## config.mk

```make
export PLATFORM = sky130hd
export DESIGN_NAME = mbfe_queue
export DESIGN_NICKNAME = d
export VERILOG_FILES = /design/src/hw/rtl/mbfe_pkg.sv /design/src/hw/rtl/mbfe_queue.sv
export SDC_FILE = /design/constraint.sdc
export NUM_CORES = 1
export LEC_CHECK = 0
export ABC_AREA = 1
export BUFFER_PORTS_ARGS = -buffer_cell sky130_fd_sc_hd__buf_4
export CORE_UTILIZATION = 46
export DETAILED_ROUTE_END_ITERATION = 6
export HOLD_SLACK_MARGIN = 0.1
export PLACE_DENSITY = 0.74
export RECOVER_POWER = 25
export SLEW_MARGIN = 20
export SYNTH_ARGS = -nofsm -noshare
export SYNTH_HDL_FRONTEND = slang
export SYNTH_SLANG_ARGS = --single-unit
```

## constraint.sdc

```tcl
create_clock -name clock -period 2.05 [get_ports clock]
set_input_delay 0.41 -clock clock [delete_from_list [all_inputs] [get_ports clock]]
set_output_delay 0.41 -clock clock [all_outputs]
set_load 0.1 [all_outputs]
```

## src/hw/rtl/mbfe_pkg.sv

```systemverilog
// ----------------------------------------------------------------------------
// mbfe_pkg
// Shared types, constants and code tables for the Morse BPSK frame encoder.
// ----------------------------------------------------------------------------
`default_nettype none

package mbfe_pkg;

   localparam int SYM_W         = 22;
   localparam int LEN_W         = 5;
   localparam int CNT_W         = 8;
   localparam int CHECKSUM_BITS = 8;
   localparam int STR_CHARS     = 19;
   localparam int GAP_UNITS     = 3;
   localparam int QUEUE_DEPTH   = 2;
   localparam int REQ_W         = 16;
   localparam int RSP_W         = 8;

   typedef enum logic [1:0] {
      ACT_BEGIN = 2'd0,
      ACT_CHAR  = 2'd1,
      ACT_END   = 2'd2,
      ACT_NONE  = 2'd3
   } action_type;

   typedef enum logic [1:0] {
      BK_IDLE,
      BK_PRE,
      BK_SYM,
      BK_HOLD
   } back_state_type;

   // marks[len-1] is the first unit, marks[0] the last; a set bit is a mark
   typedef struct packed {
      logic             pre;
      logic             hold;
      logic [LEN_W-1:0] len;
      logic [SYM_W-1:0] marks;
   } desc_type;

   typedef struct packed {
      logic             valid;
      logic [LEN_W-1:0] len;
      logic [SYM_W-1:0] marks;
   } code_type;

   localparam logic [SYM_W-1:0] PREAMBLE_MARKS = SYM_W'(4'b0010);
   localparam logic [LEN_W-1:0] PREAMBLE_LEN   = LEN_W'(4);

   function automatic logic [8*STR_CHARS-1:0] letter_str(input logic [4:0] idx);
      logic [8*STR_CHARS-1:0] s;
      unique case (idx)
         5'd0:  s = "*_***";
         5'd1:  s = "***_*_*_*";
         5'd2:  s = "***_*_***_*";
         5'd3:  s = "***_*_*";
         5'd4:  s = "*";
         5'd5:  s = "*_*_***_*";
         5'd6:  s = "***_***_*";
         5'd7:  s = "*_*_*_*";
         5'd8:  s = "*_*";
         5'd9:  s = "*_***_***_***";
         5'd10: s = "***_*_***";
         5'd11: s = "*_***_*_*";
         5'd12: s = "***_***";
         5'd13: s = "***_*";
         5'd14: s = "***_***_***";
         5'd15: s = "*_***_***_*";
         5'd16: s = "***_***_*_***";
         5'd17: s = "*_***_*";
         5'd18: s = "*_*_*";
         5'd19: s = "***";
         5'd20: s = "*_*_***";
         5'd21: s = "*_*_*_***";
         5'd22: s = "*_***_***";
         5'd23: s = "***_*_*_***";
         5'd24: s = "***_*_***_***";
         5'd25: s = "***_***_*_*";
         default: s = '0;
      endcase
      return s;
   endfunction

   function automatic logic [8*STR_CHARS-1:0] digit_str(input logic [3:0] idx);
      logic [8*STR_CHARS-1:0] s;
      unique case (idx)
         4'd0: s = "***_***_***_***_***";
         4'd1: s = "*_***_***_***_***";
         4'd2: s = "*_*_***_***_***";
         4'd3: s = "*_*_*_***_***";
         4'd4: s = "*_*_*_*_***";
         4'd5: s = "*_*_*_*_*";
         4'd6: s = "***_*_*_*_*";
         4'd7: s = "***_***_*_*_*";
         4'd8: s = "***_***_***_*_*";
         4'd9: s = "***_***_***_***_*";
         default: s = '0;
      endcase
      return s;
   endfunction

   // pack a unit string and append the letter gap
   function automatic code_type pack_str(input logic [8*STR_CHARS-1:0] s);
      code_type   c;
      logic [7:0] ch;
      c = '0;
      for (int j = STR_CHARS - 1; j >= 0; j--) begin
         ch = s[8*j +: 8];
         if (ch != 8'h00) begin
            c.marks = {c.marks[SYM_W-2:0], ch == "*"};
            c.len   = c.len + 1'b1;
         end
      end
      c.marks = c.marks << GAP_UNITS;
      c.len   = c.len + LEN_W'(GAP_UNITS);
      c.valid = 1'b1;
      return c;
   endfunction

   function automatic code_type char_code(input logic [7:0] ch);
      code_type   c;
      logic [7:0] off;
      c = '0;
      if (ch >= "a" && ch <= "z") begin
         off = ch - 8'h61;
         c   = pack_str(letter_str(off[4:0]));
      end else if (ch >= "A" && ch <= "Z") begin
         off = ch - 8'h41;
         c   = pack_str(letter_str(off[4:0]));
      end else if (ch >= "0" && ch <= "9") begin
         off = ch - 8'h30;
         c   = pack_str(digit_str(off[3:0]));
      end else if (ch == " ") begin
         off = '0;
         c   = pack_str("____");
      end else begin
         off = '0;
      end
      return c;
   endfunction

endpackage

`default_nettype wire

```

## src/hw/rtl/mbfe_queue.sv

```systemverilog
// ----------------------------------------------------------------------------
// mbfe_queue
// Short descriptor queue between the front and the back.
// ----------------------------------------------------------------------------
`default_nettype none

module mbfe_queue
   import mbfe_pkg::*;
(
   input  wire logic     clock,
   input  wire logic     reset,
   input  wire logic     push,
   input  wire desc_type push_desc,
   output logic          full,
   input  wire logic     pop,
   output logic          head_valid,
   output desc_type      head_desc
);

   localparam int PTR_W = $clog2(QUEUE_DEPTH);
   localparam int FILL_W = $clog2(QUEUE_DEPTH + 1);

   desc_type          entry_ff [QUEUE_DEPTH];
   logic [PTR_W-1:0]  wr_ptr_ff, wr_ptr_in;
   logic [PTR_W-1:0]  rd_ptr_ff, rd_ptr_in;
   logic [FILL_W-1:0] fill_ff, fill_in;
   logic              do_push, do_pop;

   assign full       = fill_ff == FILL_W'(QUEUE_DEPTH);
   assign head_valid = fill_ff != '0;
   assign head_desc  = entry_ff[rd_ptr_ff];
   assign do_push    = push && !full;
   assign do_pop     = pop && head_valid;

   always_comb begin
      wr_ptr_in = wr_ptr_ff;
      rd_ptr_in = rd_ptr_ff;
      fill_in   = fill_ff;
      if (do_push) begin
         wr_ptr_in = (wr_ptr_ff == PTR_W'(QUEUE_DEPTH - 1)) ? '0 : wr_ptr_ff + 1'b1;
      end
      if (do_pop) begin
         rd_ptr_in = (rd_ptr_ff == PTR_W'(QUEUE_DEPTH - 1)) ? '0 : rd_ptr_ff + 1'b1;
      end
      if (do_push && !do_pop) begin
         fill_in = fill_ff + 1'b1;
      end else if (do_pop && !do_push) begin
         fill_in = fill_ff - 1'b1;
      end
   end

   always_ff @(posedge clock) begin
      if (reset) begin
         wr_ptr_ff <= '0;
         rd_ptr_ff <= '0;
         fill_ff   <= '0;
      end else begin
         wr_ptr_ff <= wr_ptr_in;
         rd_ptr_ff <= rd_ptr_in;
         fill_ff   <= fill_in;
      end
   end

   always_ff @(posedge clock) begin
      if (do_push) begin
         entry_ff[wr_ptr_ff] <= push_desc;
      end
   end

endmodule

`default_nettype wire

```

# Yosys cells after proc, flatten, opt, wreduce, memory -nomap -nowiden

Memories as Yosys holds them, arrays and structs flattened. A register that Yosys moved wholly into a read port is not among the register bits.
Cells that the tools add are included.

Bits in registers: 4
RAM bits: 58
Input port bits: 33
Logic and storage cells: 26
Memories kept: 1

Add/sub/neg operators: 4
Eq/ne operators: 1
Multiplexer cells: 8
Reduce and logical (&&, ||, !) cells: 9

Memories:

| memory   | depth | width | rd ports | clocked after memory_dff | wr ports | RTL line         | RTL |
|---|---|---|---|---|---|---|---|
| entry_ff | 2     | 29    | 1        | 1                        | 1        | mbfe_queue.sv:23 | `desc_type entry_ff [QUEUE_DEPTH];` |

Operators with widths:

| kind                                                                | count |
|---|---|
| 1-bit 2-to-1 mux                                                    | 6 |
| 1-bit logical AND                                                   | 4 |
| 2-bit 2-to-1 mux                                                    | 2 |
| 2-bit nonzero test                                                  | 2 |
| 1-bit zero test                                                     | 3 |
| 1-bit adder (second input constant)                                 | 2 |
| 2-bit by 1-bit adder with 2-bit output (second input constant)      | 1 |
| 2-bit equality test (second input constant)                         | 1 |
| 2-bit by 1-bit subtractor with 2-bit output (second input constant) | 1 |

# Longest topological paths before layout

Depth after elaboration: 7
Gate-level depth with buffers: 10
Gate-level depth less buffers: 10

# Least setup slack after synthesis

No wires, ideal clock.

Path type: reg2reg
From: register fill_ff[1]
To: memory entry_ff[1][0] (netlist name), enable pin
Setup time: 0.415 ns
Arrival time: 1.706 ns
Slack: -0.071 ns
Stages on the path, launching flop included: 4
Buffers on the path: 0
Path through: dfxtp_1 inv_1 o21ai_2 nor2_1

Word-level cells in the longest chain between the ends: 5

RTL lines:

| item                                   | RTL line         | RTL |
|---|---|---|
| start, declared                        | mbfe_queue.sv:26 | `logic [FILL_W-1:0] fill_ff, fill_in;` |
| start signal, assigned                 | mbfe_queue.sv:60 | `fill_ff <= fill_in;` |
| 2-bit equality test                    | mbfe_queue.sv:29 | `assign full = fill_ff == FILL_W'(QUEUE_DEPTH);` |
| 1-bit zero test                        | mbfe_queue.sv:32 | `assign do_push = push && !full;` |
| 1-bit logical AND                      | mbfe_queue.sv:32 |  |
| 1-bit 2-to-1 mux                       | mbfe_queue.sv:65 | `if (do_push) begin` |
| 1-bit 2-to-1 mux (not written as such) | mbfe_queue.sv:66 | `entry_ff[wr_ptr_ff] <= push_desc;` |
| end, declared                          | mbfe_queue.sv:23 |  |

Every way passes these cells.

==> impl_metrics.json <==
{
  "status": "finished clean",
  "start_kind": "flip-flop",
  "crit_required_ns": 1.64,
  "globalplace.congestion": 0.677,
  "criticalPathCategory": "flip-flop to output port",
  "ys_top_cells_by_area": "edfxtp_1 (73%), mux2_2 (9.0%), mux2_4 (6.3%), dfxtp_1 (4.2%), inv_1 (1.3%)",
  "r2r_slack_ns": 0.41,
  "rsz0062_at_grt": "no",
  "fillers": 350,
  "syn_to_final_growth_pct": 30.3,
  "path_max_fanout": 20,
  "worstRegToRegCells": 9,
  "antenna_cells": 0,
  "synth_area_um2": 2380,
  "cts_inserted_buffers": 9,
  "relSlewSlack_pct": 78.9,
  "vias": 1317,
  "endpoint_kind": "output port",
  "grt_pass1_vias": 1387,
  "ios": 64,
  "ys_warn_count": 0,
  "reg2reg_from": "fill_ff[0]",
  "clk_path_buf_depth": 2,
  "pre_cts_ws_ns": 0.387,
  "ir_worst_vdd_v": 0.00102,
  "synth-async-reset-ratio_pct": 0,
  "cap_violations": 0,
  "grt_pass1_wl_um": 6380,
  "start_util_pct": 49.0,
  "power_leakage_nw": 1.21,
  "r2r-end": "fill_ff[1]",
  "finalSetupViolations": 0,
  "tightest_slew_ns": 0.316,
  "htreeDepth": 3,
  "core_region_area_um2": 4850,
  "yosys.area.top_type": "edfxtp_1",
  "ys_ff_latch": 63,
  "synth_edf_count": 58,
  "setup_ws_ns": 0.106,
  "slew_violations": 0,
  "port_buffers": 63,
  "synthFlopType": "edfxtp_1",
  "drc": 0,
  "max_freq_mhz": 514,
  "hold_viol": 0,
  "grt_use_total_pct": 16.9,
  "layout-drive-gt1-share_pct": 51.7,
  "period_minus_slack_ns": 1.94,
  "tritoncts": "done",
  "cts.clk_slew.worst_paths_ns": 0.06,
  "yosysMostFrequentCell": "edfxtp_1",
  "num_rows": 25,
  "die-height_um": 73.9,
  "post-place-cells": 260,
  "die-area_um2": 5460,
  "synth_cell_types": 15,
  "cts_setup_buffers": 0,
  "stdcell_count": 276,
  "critical_path_arrival_ns": 1.53,
  "synth_nets": 161,
  "holdPathEnd": "entry_ff[1][19]",
  "syn_area_per_cell_um2": 18.7,
  "clk_latency_ns": 0.33,
  "grt-ovfl-total": 0,
  "min_from": "push_desc[19]",
  "synth_top_area_share_pct": 73.3,
  "synthCells": 127,
  "ant_nets": 0,
  "powerDensity_nw_per_um2": 1570,
  "synth_seq_area_share_pct": 77.5,
  "totalWireLength_um": 4170,
  "fin_skew_ns": 0.00433,
  "avgViaCountPerCell": 4.77,
  "hold_class": "primary input to flip-flop",
  "fp.dieW_um": 73.9,
  "initialDrtViolationCount": 84,
  "cts.sink_count": 63,
  "timing.setup.tns_ns": 0,
  "wl_per_cell_um": 15.1,
  "hold_depth": 1,
  "cts_root_buf": "clkbuf_8",
  "grt_max_degree": 23,
  "post-route-period-util_pct": 94.8,
  "dp_hpwl_um": 2910,
  "nNetsFinal": 238,
  "netlist_top_cells_count": "edfxtp_1 (58), mux2_2 (19), mux2_4 (10), inv_1 (8), nor2_1 (8)",
  "antenna_found_initial": 0,
  "drtPass1Iterations": 4
}
[worst max-delay path by stage]
stage,depth (start not counted),end,slack (ns),from
floorplan,3,entry_ff[1][0],-0.07,fill_ff[1]
global placement,3,head_desc[24],0.43,flip-flop
detailed placement,3,head_desc[26],0.39,flip-flop
CTS,3,head_desc[26],0.03,flip-flop
global route,3,head_desc[26],0.05,flip-flop
finish,3,head_desc[26],0.11,flip-flop
[layer usage]
layer  track usage (%)  up-vias  wire (um)
met5                 0        -          0
met4              10.5        0        117
met3              4.80       13        212
met2              26.2       50       2020
met1              20.9      626       1810
li1                  -      628          -
[power by group]
part | switching (mW) | internal, mW | leakage [nW]
combinational | 1.78 | 0.550 | 0.546
clock | 0.433 | 0.426 | 0.0782
sequential | 0.0590 | 1.63 | 0.582
[critical path, stage by stage, from the launching register on]
cell and delay [ns]:
dfxtp_1 0.34, buf_6 0.25, mux2_2 0.37, buf_4 0.23
[placed cells by master, fill, tap and decap left out, drive strengths merged]
| cell type | Yosys | layout |
|---|---|---|
| a21oi | 2 | 2 |
| buf | 3 | 47 |
| clkbuf | 0 | 33 |
| clkinv | 0 | 4 |
| clkinvlp | 0 | 1 |
| dfxtp | 5 | 5 |
| edfxtp | 58 | 58 |
| ha | 1 | 1 |
| inv | 8 | 8 |
| mux2 | 29 | 29 |
| nand2 | 7 | 7 |
| nand3 | 2 | 2 |
| nand4 | 1 | 1 |
| nor2 | 8 | 8 |
| o21ai | 3 | 3 |
[cell type report]
class / count / area [um2] / share of cell area, %
Sequential cell: 63 / 1840 / 59.5
Timing Repair Buffer: 69 / 503 / 16.2
Multi-Input combinational cell: 53 / 483 / 15.6
Clock buffer: 11 / 131 / 4.24
Tap cell: 67 / 83.8 / 2.71
Inverter: 8 / 30.0 / 0.969
Clock inverter: 5 / 25.0 / 0.808
[logic make-up (layout without fill, tap and decap cells)]
| kind of cell | Yosys count | count (layout) | synth area share (%) |
|---|---|---|---|
| flip-flops | 63 | 63 | 77.5 |
| buffers and inverters | 11 | 93 | 2.42 |
| AO/OA/AOI/OAI | 5 | 5 | 1.21 |
| multiplexers | 29 | 29 | 15.3 |
| adder cells (fa/ha/maj) | 1 | 1 | 0.526 |
| AND/OR/NAND/NOR | 18 | 18 | 3.05 |
[timing repair]
item | 4_1_cts | 5_1_grt
resized for setup | 0 | 1
hold buffers | 0 | 0
endpoints found under the setup margin | 0 | 10
[state kept, by name (all words and copies together) (netlist names), named ones only]
register   count
rd_ptr_ff      1
wr_ptr_ff      1
fill_ff        2
entry_ff      58
[stage by stage]
| step | power [mW] | utilization [%] | hold slack (ns) | area (um2) |
|---|---|---|---|---|
| after floorplan | 3.59 | - | 0.465 | 2380 |
| after global placement | 3.98 | 61.0 | 0.482 | 2960 |
| after detailed placement | 4.05 | 61.0 | 0.500 | 2960 |
| after CTS | 4.91 | 64.2 | 0.250 | 3110 |
| after global routing | 5.06 | 63.9 | 0.258 | 3100 |
| final | 4.88 | 63.9 | 0.270 | 3100 |
(Power assumes the default switching activity.)
