## src/hw/rtl/mbfe_pkg.sv

```systemverilog
// ----------------------------------------------------------------------------
// mbfe_pkg
// Shared types, constants and code tables for the Morse BPSK frame encoder.
// ----------------------------------------------------------------------------
`default_nettype none

package mbfe_pkg;

   localparam int SYM_W         = 22;
   localparam int LEN_W         = 5;
   localparam int CNT_W         = 8;
   localparam int CHECKSUM_BITS = 8;
   localparam int STR_CHARS     = 19;
   localparam int GAP_UNITS     = 3;
   localparam int QUEUE_DEPTH   = 2;
   localparam int REQ_W         = 16;
   localparam int RSP_W         = 8;

   typedef enum logic [1:0] {
      ACT_BEGIN = 2'd0,
      ACT_CHAR  = 2'd1,
      ACT_END   = 2'd2,
      ACT_NONE  = 2'd3
   } action_type;

   typedef enum logic [1:0] {
      BK_IDLE,
      BK_PRE,
      BK_SYM,
      BK_HOLD
   } back_state_type;

   // marks[len-1] is the first unit, marks[0] the last; a set bit is a mark
   typedef struct packed {
      logic             pre;
      logic             hold;
      logic [LEN_W-1:0] len;
      logic [SYM_W-1:0] marks;
   } desc_type;

   typedef struct packed {
      logic             valid;
      logic [LEN_W-1:0] len;
      logic [SYM_W-1:0] marks;
   } code_type;

   localparam logic [SYM_W-1:0] PREAMBLE_MARKS = SYM_W'(4'b0010);
   localparam logic [LEN_W-1:0] PREAMBLE_LEN   = LEN_W'(4);

   function automatic logic [8*STR_CHARS-1:0] letter_str(input logic [4:0] idx);
      logic [8*STR_CHARS-1:0] s;
      unique case (idx)
         5'd0:  s = "*_***";
         5'd1:  s = "***_*_*_*";
         5'd2:  s = "***_*_***_*";
         5'd3:  s = "***_*_*";
         5'd4:  s = "*";
         5'd5:  s = "*_*_***_*";
         5'd6:  s = "***_***_*";
         5'd7:  s = "*_*_*_*";
         5'd8:  s = "*_*";
         5'd9:  s = "*_***_***_***";
         5'd10: s = "***_*_***";
         5'd11: s = "*_***_*_*";
         5'd12: s = "***_***";
         5'd13: s = "***_*";
         5'd14: s = "***_***_***";
         5'd15: s = "*_***_***_*";
         5'd16: s = "***_***_*_***";
         5'd17: s = "*_***_*";
         5'd18: s = "*_*_*";
         5'd19: s = "***";
         5'd20: s = "*_*_***";
         5'd21: s = "*_*_*_***";
         5'd22: s = "*_***_***";
         5'd23: s = "***_*_*_***";
         5'd24: s = "***_*_***_***";
         5'd25: s = "***_***_*_*";
         default: s = '0;
      endcase
      return s;
   endfunction

   function automatic logic [8*STR_CHARS-1:0] digit_str(input logic [3:0] idx);
      logic [8*STR_CHARS-1:0] s;
      unique case (idx)
         4'd0: s = "***_***_***_***_***";
         4'd1: s = "*_***_***_***_***";
         4'd2: s = "*_*_***_***_***";
         4'd3: s = "*_*_*_***_***";
         4'd4: s = "*_*_*_*_***";
         4'd5: s = "*_*_*_*_*";
         4'd6: s = "***_*_*_*_*";
         4'd7: s = "***_***_*_*_*";
         4'd8: s = "***_***_***_*_*";
         4'd9: s = "***_***_***_***_*";
         default: s = '0;
      endcase
      return s;
   endfunction

   // pack a unit string and append the letter gap
   function automatic code_type pack_str(input logic [8*STR_CHARS-1:0] s);
      code_type   c;
      logic [7:0] ch;
      c = '0;
      for (int j = STR_CHARS - 1; j >= 0; j--) begin
         ch = s[8*j +: 8];
         if (ch != 8'h00) begin
            c.marks = {c.marks[SYM_W-2:0], ch == "*"};
            c.len   = c.len + 1'b1;
         end
      end
      c.marks = c.marks << GAP_UNITS;
      c.len   = c.len + LEN_W'(GAP_UNITS);
      c.valid = 1'b1;
      return c;
   endfunction

   function automatic code_type char_code(input logic [7:0] ch);
      code_type   c;
      logic [7:0] off;
      c = '0;
      if (ch >= "a" && ch <= "z") begin
         off = ch - 8'h61;
         c   = pack_str(letter_str(off[4:0]));
      end else if (ch >= "A" && ch <= "Z") begin
         off = ch - 8'h41;
         c   = pack_str(letter_str(off[4:0]));
      end else if (ch >= "0" && ch <= "9") begin
         off = ch - 8'h30;
         c   = pack_str(digit_str(off[3:0]));
      end else if (ch == " ") begin
         off = '0;
         c   = pack_str("____");
      end else begin
         off = '0;
      end
      return c;
   endfunction

endpackage

`default_nettype wire

```

## src/hw/rtl/mbfe_back.sv

```systemverilog
// ----------------------------------------------------------------------------
// mbfe_back
// Unit sequencer: differential phase, Manchester halves, output register.
// ----------------------------------------------------------------------------
`default_nettype none

module mbfe_back
   import mbfe_pkg::*;
(
   input  wire logic     clock,
   input  wire logic     reset,
   input  wire logic     q_valid,
   input  wire desc_type q_desc,
   output logic          q_pop,
   output logic          rsp_tvalid,
   input  wire logic     rsp_tready,
   output logic          rsp_first_half,
   output logic          rsp_second_half,
   output logic          rsp_last
);

   back_state_type   state_ff, state_in;
   logic             phase_ff, phase_in;
   logic [LEN_W-1:0] cnt_ff, cnt_in;
   logic             hold_ff, hold_in;
   logic [SYM_W-1:0] marks_ff, marks_in;
   logic             valid_ff;
   logic             first_ff, second_ff, last_ff;
   logic             out_free;
   logic             emit, u_first, u_second, u_last;
   logic [LEN_W-1:0] sym_idx;
   logic             ph;

   assign out_free = !valid_ff || rsp_tready;
   assign sym_idx  = cnt_ff - 1'b1;
   assign ph       = phase_ff ^ marks_ff[sym_idx];

   always_comb begin
      state_in = state_ff;
      phase_in = phase_ff;
      cnt_in   = cnt_ff;
      hold_in  = hold_ff;
      marks_in = marks_ff;
      q_pop    = 1'b0;
      emit     = 1'b0;
      u_first  = 1'b0;
      u_second = 1'b0;
      u_last   = 1'b0;
      unique case (state_ff)
         BK_IDLE: begin
            if (q_valid) begin
               q_pop    = 1'b1;
               cnt_in   = q_desc.len;
               hold_in  = q_desc.hold;
               marks_in = q_desc.marks;
               state_in = q_desc.pre ? BK_PRE : BK_SYM;
            end
         end
         BK_PRE: begin
            if (out_free) begin
               emit     = 1'b1;
               phase_in = 1'b0;
               state_in = BK_SYM;
            end
         end
         BK_SYM: begin
            if (out_free) begin
               emit     = 1'b1;
               u_first  = ph;
               u_second = !ph;
               phase_in = ph;
               cnt_in   = cnt_ff - 1'b1;
               if (cnt_ff == LEN_W'(1)) begin
                  u_last   = !hold_ff;
                  state_in = hold_ff ? BK_HOLD : BK_IDLE;
               end
            end
         end
         BK_HOLD: begin
            if (out_free) begin
               emit     = 1'b1;
               u_first  = !phase_ff;
               u_second = !phase_ff;
               u_last   = 1'b1;
               state_in = BK_IDLE;
            end
         end
         default: state_in = BK_IDLE;
      endcase
   end

   always_ff @(posedge clock) begin
      if (reset) begin
         state_ff <= BK_IDLE;
         phase_ff <= 1'b0;
         valid_ff <= 1'b0;
      end else begin
         state_ff <= state_in;
         phase_ff <= phase_in;
         if (emit) begin
            valid_ff <= 1'b1;
         end else if (rsp_tready) begin
            valid_ff <= 1'b0;
         end
      end
   end

   always_ff @(posedge clock) begin
      cnt_ff   <= cnt_in;
      hold_ff  <= hold_in;
      marks_ff <= marks_in;
      if (emit) begin
         first_ff  <= u_first;
         second_ff <= u_second;
         last_ff   <= u_last;
      end
   end

   assign rsp_tvalid      = valid_ff;
   assign rsp_first_half  = first_ff;
   assign rsp_second_half = second_ff;
   assign rsp_last        = last_ff;

endmodule

`default_nettype wire

```

## config.mk

```make
export PLATFORM = sky130hd
export DESIGN_NAME = mbfe_back
export DESIGN_NICKNAME = d
export VERILOG_FILES = /design/src/hw/rtl/mbfe_pkg.sv /design/src/hw/rtl/mbfe_back.sv
export SDC_FILE = /design/constraint.sdc
export NUM_CORES = 1
export LEC_CHECK = 0
export BUFFER_PORTS_ARGS = -buffer_cell sky130_fd_sc_hd__buf_4
export CAP_MARGIN = 20
export CORE_MARGIN = 10
export CORE_UTILIZATION = 45
export CTS_BUF_LIST = sky130_fd_sc_hd__clkbuf_8
export CTS_CLUSTER_SIZE = 30
export DETAILED_ROUTE_END_ITERATION = 7
export PLACE_DENSITY = 0.77
export SKIP_CTS_REPAIR_TIMING = 1
export SYNTH_ARGS = -nofsm -noshare
export SYNTH_HDL_FRONTEND = slang
export SYNTH_SLANG_ARGS = --single-unit
export TNS_END_PERCENT = 50
```

## constraint.sdc

```tcl
create_clock -name clock -period 2.6 [get_ports clock]
set_input_delay 0.13 -clock clock [delete_from_list [all_inputs] [get_ports clock]]
set_output_delay 0.13 -clock clock [all_outputs]
set_load 0.05 [all_outputs]
```

==> Word level (Yosys, flattened, before mapping) <==
Index checks and enable logic that the tools add are counted.
{ "word_totals": {"ff_bits": 35, "input_bits": 33, "output_inout_bits": 5, "word_cells": 65} }
{ "op_classes": {"n_addsub": 1, "order_cmp": 1, "eq_ne": 9, "muxes": 30, "bitwise": 1, "reduce_logical": 14} }
{ "op_table": {"columns": ["op", "count"], "rows": [
  ["$mux 1", 14],
  ["$mux 2", 7],
  ["$mux 5", 2],
  ["$ne 2x2->1 const B", 5],
  ["$pmux 5 s2", 1],
  ["$pmux 1 s2", 4],
  ["$pmux 2 s4", 1],
  ["$lt 5x6->1 const B", 1],
  ["$reduce_and 3->1", 2],
  ["$reduce_bool 2->1", 3],
  ["$bmux 1 s5", 1],
  ["$eq 5x1->1 const B", 1],
  ["$reduce_and 5->1", 1],
  ["$sub 5x1->5 const B", 1],
  ["$eq 2x2->1 const B", 2],
  ["$logic_not 1->1", 4],
  ["$reduce_or 3->1", 1],
  ["$eq 2x1->1 const B", 1],
  ["$logic_not 2->1", 1],
  ["$reduce_and 2->1", 1],
  ["$logic_or 1x1->1", 1],
  ["$xor 1x1->1", 1]
]} }

==> Depth between registers and ports, before layout <==
Gate-level depths: netlist of the first run.
{ "logic_depth": {"ltp_word": 7, "depth_mapped": 10, "ltp_nobuf": 8} }

==> Worst setup path before layout of the first run <==
Ideal clock, no wire load.
{ "synth_timing": {"kind": "register -> register", "startpoint": "register cnt_ff[0]", "endpoint": "register phase_ff", "arrival_time_ps": 2247, "required_time_ps": 2530, "setup_slack_ps": 283, "stages_incl_launch_ff": 11, "synth_period_minus_slack_ps": 2317, "path_cell_list": "edfxtp_1 -> buf_2 -> inv_1 -> ha_1 -> buf_2 -> mux2i_1 -> nand3_1 -> nand4_1 -> o32ai_1 -> or4b_1 -> a21oi_1"} }
{ "synth_via": {"elab_chain_cells": 6} }
{ "synth_rtl": {"columns": ["item", "line", "rtl"], "rows": [
  ["start: declaration", "mbfe_back.sv:24", "logic [LEN_W-1:0] cnt_ff, cnt_in;"],
  ["start signal: assignment", "mbfe_back.sv:109", "cnt_ff <= cnt_in;"],
  ["$sub 5x1->5", "mbfe_back.sv:35", "assign sym_idx = cnt_ff - 1'b1;"],
  ["$bmux 1 s5", "mbfe_back.sv:36", "assign ph = phase_ff ^ marks_ff[sym_idx];"],
  ["$mux 1 (implied by the code)", "mbfe_back.sv:36", null],
  ["$xor 1x1->1", "mbfe_back.sv:36", null],
  ["$mux 1", "mbfe_back.sv:67", "if (out_free) begin"],
  ["$pmux 1 s2", "mbfe_back.sv:49", "unique case (state_ff)"],
  ["end signal: assignment", "mbfe_back.sv:99", "phase_ff <= phase_in;"],
  ["end: declaration", "mbfe_back.sv:23", "logic phase_ff, phase_in;"]
]} }
No other way between the ends. The select of a mux whose other input is x is not followed.
A chain may end at the register's enable or synchronous reset.

==> Worst setup path in the final report of the first run <==
{ "layout_timing": {"startpoint": "register cnt_ff[1]", "endpoint": "register second_ff, in the netlist rsp_second_half (data pin)"} }
{ "layout_via": {"elab_chain_cells": 7} }
{ "layout_rtl": {"columns": ["item", "line", "rtl"], "rows": [
  ["$sub 5x1->5", "mbfe_back.sv:35", null],
  ["$bmux 1 s5", "mbfe_back.sv:36", null],
  ["$mux 1 (implied by the code)", "mbfe_back.sv:36", null],
  ["$xor 1x1->1", "mbfe_back.sv:36", null],
  ["$logic_not 1->1", "mbfe_back.sv:70", "u_second = !ph;"],
  ["$mux 1", "mbfe_back.sv:67", null],
  ["$pmux 1 s2", "mbfe_back.sv:49", null],
  ["net u_second", "mbfe_back.sv:30", "logic emit, u_first, u_second, u_last;"],
  ["end signal: assignment", "mbfe_back.sv:114", "second_ff <= u_second;"],
  ["end: declaration", "mbfe_back.sv:28", "logic first_ff, second_ff, last_ff;"]
]} }
The timed path passes the listed nets, and every way through them passes these cells. The select of a mux whose other input is x is not followed.

==> metrics.yaml, run 1 <==
multi_input_area_sq_um: 539
synth_common_cells: "edfxtp_1, mux2i_1, nor2_1, nand2_1, o21ai_0"
r2r_cells: 7
worstMarginPinSlew_ps: 507
power_w: 0.00146
cts_root_buffer: "clkbuf_8"
ys_ff_latch: 35
cp-start-kind: "flip-flop"
path_class: "reg2reg"
die_w_um: 79.2
place.gp.congestion: 0.785
reg2reg_from: "cnt_ff[1]"
grt_pass1_vias: 1150
synth_edf_count: 31
grt_max_degree: 18
seq_area_sq_mm: 0.00101
finalCriticalPeriod_ps: 2250
initial_utilization: 0.469
synth_top_area_frac: 0.590
async_flop_share: 0
min_path_type: "in2reg"
clock-sinks: 35
fin_area_sq_mm: 0.00203
power_frac_clock: 0.267
cts_max_path_buffers: 2
die_area_sq_mm: 0.00628
timing.final.crit_share: 0.865
power.switching_w: 0.000410
pwr-share-seq: 0.488
share_comb_of_total_power: 0.245
diodes: 0
setup-tns-final_ps: 0
fmax_mhz: 445
die_y_um: 79.2
internal-power_w: 0.00105
worst_ep_arrival_time_ps: 2280
port_buffers: 37
ys_types: 33
io_pins: 38
areaGrowthSynthToFinish_pct: 28.4
yosysSeqAreaShare: 0.640
cts_tree: "yes"
power_density_mw_per_mm2: 721
totalWireLength_um: 3190
worstPathRequired_ps: 2630
cp_max_fo: 6
cts_buffers: 5
skew_ps: 5.07
irDropWorstVdd_uv: 384
grt-ovfl-total: 0
synth-main-ff-cell: "edfxtp_1"
syn_inst: 120
drive_gt1_frac: 0.303
r2r_slack_ps: 350
slew_viol_final: 0
ys.warnings.count: 0
drt_iter0_markers: 53
worstSetupEndpoint: "rsp_second_half"
netlist_area_sq_mm: 0.00158
final_net_count: 199
leakagePower_nw: 0.819
synth_fp_nets: 155
grt_antenna_before_repair: 0
syn_area_per_cell_sq_um: 13.2
finalSetupViolations: 0
drv_cap: 0
viasPerCell: 5.22
grt_pass1_wl_um: 5160
yosysTopAreaCell: "edfxtp_1"
dr.pass1.iters: 4
dp_hpwl_um: 2410
vias: 1102
yosys-top-cells-area: "edfxtp_1, mux2i_1, dfxtp_1"
grt_usage: 0.106
yosysMostFrequentCell: "edfxtp_1"
fillerInstances: 292
clkTransAtPathRegs_ps: 70
critPathCaptureType: "flip-flop"
maxSlewHeadroom: 0.662
hold_viol_final: 0
ant_nets: 0
r2r_end: "rsp_second_half"
rows: 21
core-area_sq_mm: 0.00336
crit_start: "cnt_ff[1]"
placed_area_sq_mm: 0.00192
final_core_util: 0.603
status: "completed"
wl_per_cell_um: 15.1
h-tree-depth: 2
drc: 0
worst_hold_slack_ps: 16.9
rsz0062_at_grt: "no"
insertion_delay_ps: 280
switching_share: 0.281
-- power groups by stage --
| stage | Clock (W) | Combinational, W | Sequential, W |
|---|---|---|---|
| global placement | 0 | 0.000346 | 0.000723 |
| detailed placement | 0 | 0.000354 | 0.000726 |
| finish | 0.000390 | 0.000358 | 0.000714 |
| global route | 0.000427 | 0.000392 | 0.000721 |
| floorplan | 0 | 0.000230 | 0.000741 |
| CTS | 0.000402 | 0.000357 | 0.000714 |
-- worst max-delay path: stages, from the launching register on --
cell and delay (ps):
edfxtp_1 360, inv_1 70, ha_1 220, xnor2_1 380
a22oi_1 150, o32ai_1 510, o21bai_1 150, mux2i_1 140
-- cell families (layout without fill, tap and decap cells) --
family	Yosys count	count (layout)	share of synthesized area
and+or+nand+nor	37	37	0.124
DFF	35	35	0.640
AOI/OAI and AO/OA	22	22	0.0903
muxes	12	12	0.0840
buffers and inverters	7	52	0.0182
xor gates and xnor gates	5	5	0.0277
adders and majority gates	2	2	0.0158
-- worst min path at each step --
| stage | from | end | cells after the start |
|---|---|---|---|
| 2_1_floorplan | reset | phase_ff | 1 |
| 3_3_place_gp | q_desc[14] | marks_ff[14] | 1 |
| 3_5_place_dp | q_desc[6] | marks_ff[6] | 1 |
| 4_1_cts | q_desc[20] | marks_ff[20] | 1 |
| 5_1_grt | q_desc[15] | marks_ff[15] | 1 |
| 6_report | q_desc[19] | marks_ff[19] | 1 |
-- final cells by class --
cell class                 count  share of cell area
sequential                    35               0.499
clock buffer                   6              0.0407
timing repair buffer          42               0.158
multi-input combinational     78               0.266
clock inverter                 2             0.00432
inverter                       2             0.00370
tap                           46              0.0284
-- sequential cells by signal (all words and copies together), names as in the netlist --
register	count
rsp_first_half	1
phase_ff	1
marks_ff	22
rsp_last	1
rsp_tvalid	1
state_ff	2
cnt_ff	5
hold_ff	1
rsp_second_half	1
-- stage by stage --
| step | worst slack, ps | std cells |
|---|---|---|
| finish | 351 | 211 |
| CTS | 356 | 209 |
| floorplan | 283 | 120 |
| detailed placement | 376 | 201 |
| global route | 171 | 211 |
| global placement | 444 | 201 |
-- cell usage in the layout (no fill, tap or decap), types with 2 or more instances in the layout --
master / n
a22o_1: 2
nand2_1: 8
nor3_1: 2
mux2i_1: 11
nor3b_1: 2
nand4_1: 2
a22oi_1: 2
dlygate4sd3_1: 2
xor2_1: 2
clkbuf_8: 6
nor2_1: 9
xnor2_1: 3
buf_4: 40
o21ai_0: 6
edfxtp_1: 31
nand2b_1: 3
a21oi_1: 5
ha_1: 2
dfxtp_1: 4
nand3_1: 5
o21bai_1: 2
inv_1: 3
-- layer usage --
metal	wire length, um	vias up	global-route usage
li1	-	538	-
met2	1590	30	0.171
met5	0	-	0
met3	260	9	0.0586
met1	1250	525	0.106
met4	83	0	0.0609
No activity file was read; power rests on OpenSTA's default activity.
==> run 2, diff against run 1 <==
- PLACE_DENSITY: 0.77 -> 0.67
==> run 2 against run 1 <==
  * Global-route usage fell by 0.99 points
  * Sequential cell count stayed put
  * Clock-buffer cell count is 1 lower
  * Via count is 5.0% lower
  * Wire length decreased by 7.1%
  * Cell area about the same
  * Clock skew up 2.0 ps
  * Critical path type unchanged
==> metrics.yaml, run 2 (same netlist as run 1, synthesis figures left out) <==
viasPerCell: 5.01
path_class: "reg2reg"
top_register: "marks_ff"
grt_pass1_vias: 1100
power_density_mw_per_mm2: 756
worstMarginPinSlew_ps: 541
drv_cap: 0
fillerInstances: 285
cts_root_buffer: "clkbuf_8"
grt-ovfl-total: 0
maxSlewHeadroom: 0.638
place.gp.congestion: 0.770
grt_pass1_wl_um: 4810
core-area_sq_mm: 0.00336
skew_ps: 7.07
min_path_type: "in2reg"
final_cell_mix: "buf_4, edfxtp_1, mux2i_1"
cts_tree: "yes"
layout_commonest_cell: "buf_4"
setup-tns-final_ps: 0
vias: 1047
die_y_um: 79.2
drc: 0
hold_viol_final: 0
io_pins: 38
die_area_sq_mm: 0.00628
top_regs: "marks_ff x22, cnt_ff x5, state_ff x2"
drt_iter0_markers: 71
cp_max_fo: 6
areaGrowthSynthToFinish_pct: 28.3
power_w: 0.00153
irDropWorstVdd_uv: 401
dp_hpwl_um: 2360
grt_max_degree: 17
cp-start-kind: "flip-flop"
finalSetupViolations: 0
diodes: 0
die_w_um: 79.2
clkTransAtPathRegs_ps: 70
worstPathRequired_ps: 2620
leakagePower_nw: 0.814
placed_area_sq_mm: 0.00192
insertion_delay_ps: 280
h-tree-depth: 2
dp.cells: 201
grt_usage: 0.0962
clock-sinks: 35
port_buffers: 37
drive_gt1_frac: 0.307
wl_per_cell_um: 14.2
timing.final.crit_share: 0.899
ant_nets: 0
slew_viol_final: 0
rsz0062_at_grt: "no"
totalWireLength_um: 2970
seq_area_sq_mm: 0.00101
largest_register_ff_count: 22
finalCriticalPeriod_ps: 2340
fmax_mhz: 428
final_cells: 209
rows: 21
critPathCaptureType: "flip-flop"
fin_area_sq_mm: 0.00203
status: "completed"
grt_antenna_before_repair: 0
worst_ep_arrival_time_ps: 2360
final_net_count: 197
dr.pass1.iters: 4
cts_max_path_buffers: 2
cts_buffers: 5
initial_utilization: 0.469
multi_input_area_sq_um: 539
[run 2: cell types whose count changed in the layout (fill, tap and decap cells not counted), sizes merged]
cell	change
clkinvlp	+1
dlygate4sd3	-2
clkinv	-1
bufinv	+1
clkbuf	-1
[run 2: worst max-delay path, stage by stage (launching register included)]
cell and delay (ps):
edfxtp_1 360, inv_1 70, ha_1 230, xnor2_1 460, a22oi_1 180, o32ai_1 490
o21bai_1 140, mux2i_1 140
[run 2: power by group]
part	switching (W)	internal (W)	leakage, nW
registers	0.0000320	0.000682	0.331
logic	0.000192	0.000158	0.427
clock network	0.000185	0.000282	0.0556
total	0.000409	0.00112	0.814
[run 2: through the flow]
step                      setup slack (ps)   util  hold WS (ps)
after floorplan                        283      -           199
after global placement                 309  0.570           308
after detailed placement               299  0.570           309
after CTS                              267  0.602          11.1
after global routing                  95.7  0.602          1.56
final                                  262  0.602          20.9
[run 2: worst paths after layout]
check / startpoint / to / slack (ps) / cells past startpoint
worst max register to register: cnt_ff[1] / rsp_second_half / 260 / 7
worst max-delay path: cnt_ff[1] / rsp_second_half / 260 / 7
worst min-delay path: q_desc[8] / marks_ff[8] / 20 / 1
worst min register to register: hold_ff / state_ff[0] / 600 / 2
[run 2: layout make-up]
cell class,instances,area share
clock buffer,5,0.0340
clock inverter,3,0.0204
inverter,2,0.00371
multi-input combinational,78,0.266
sequential,35,0.499
tap,46,0.0284
timing repair buffer,40,0.148
[run 2: metal layers]
metal / vias to the layer above / wire, um / global-route usage / part of all wire
met5: - / 0 / 0 / 0
met4: 0 / 8 / 0.0269 / 0.0027
met3: 2 / 279 / 0.0563 / 0.094
met2: 37 / 1430 / 0.153 / 0.48
met1: 471 / 1250 / 0.107 / 0.42
li1: 537 / - / - / -
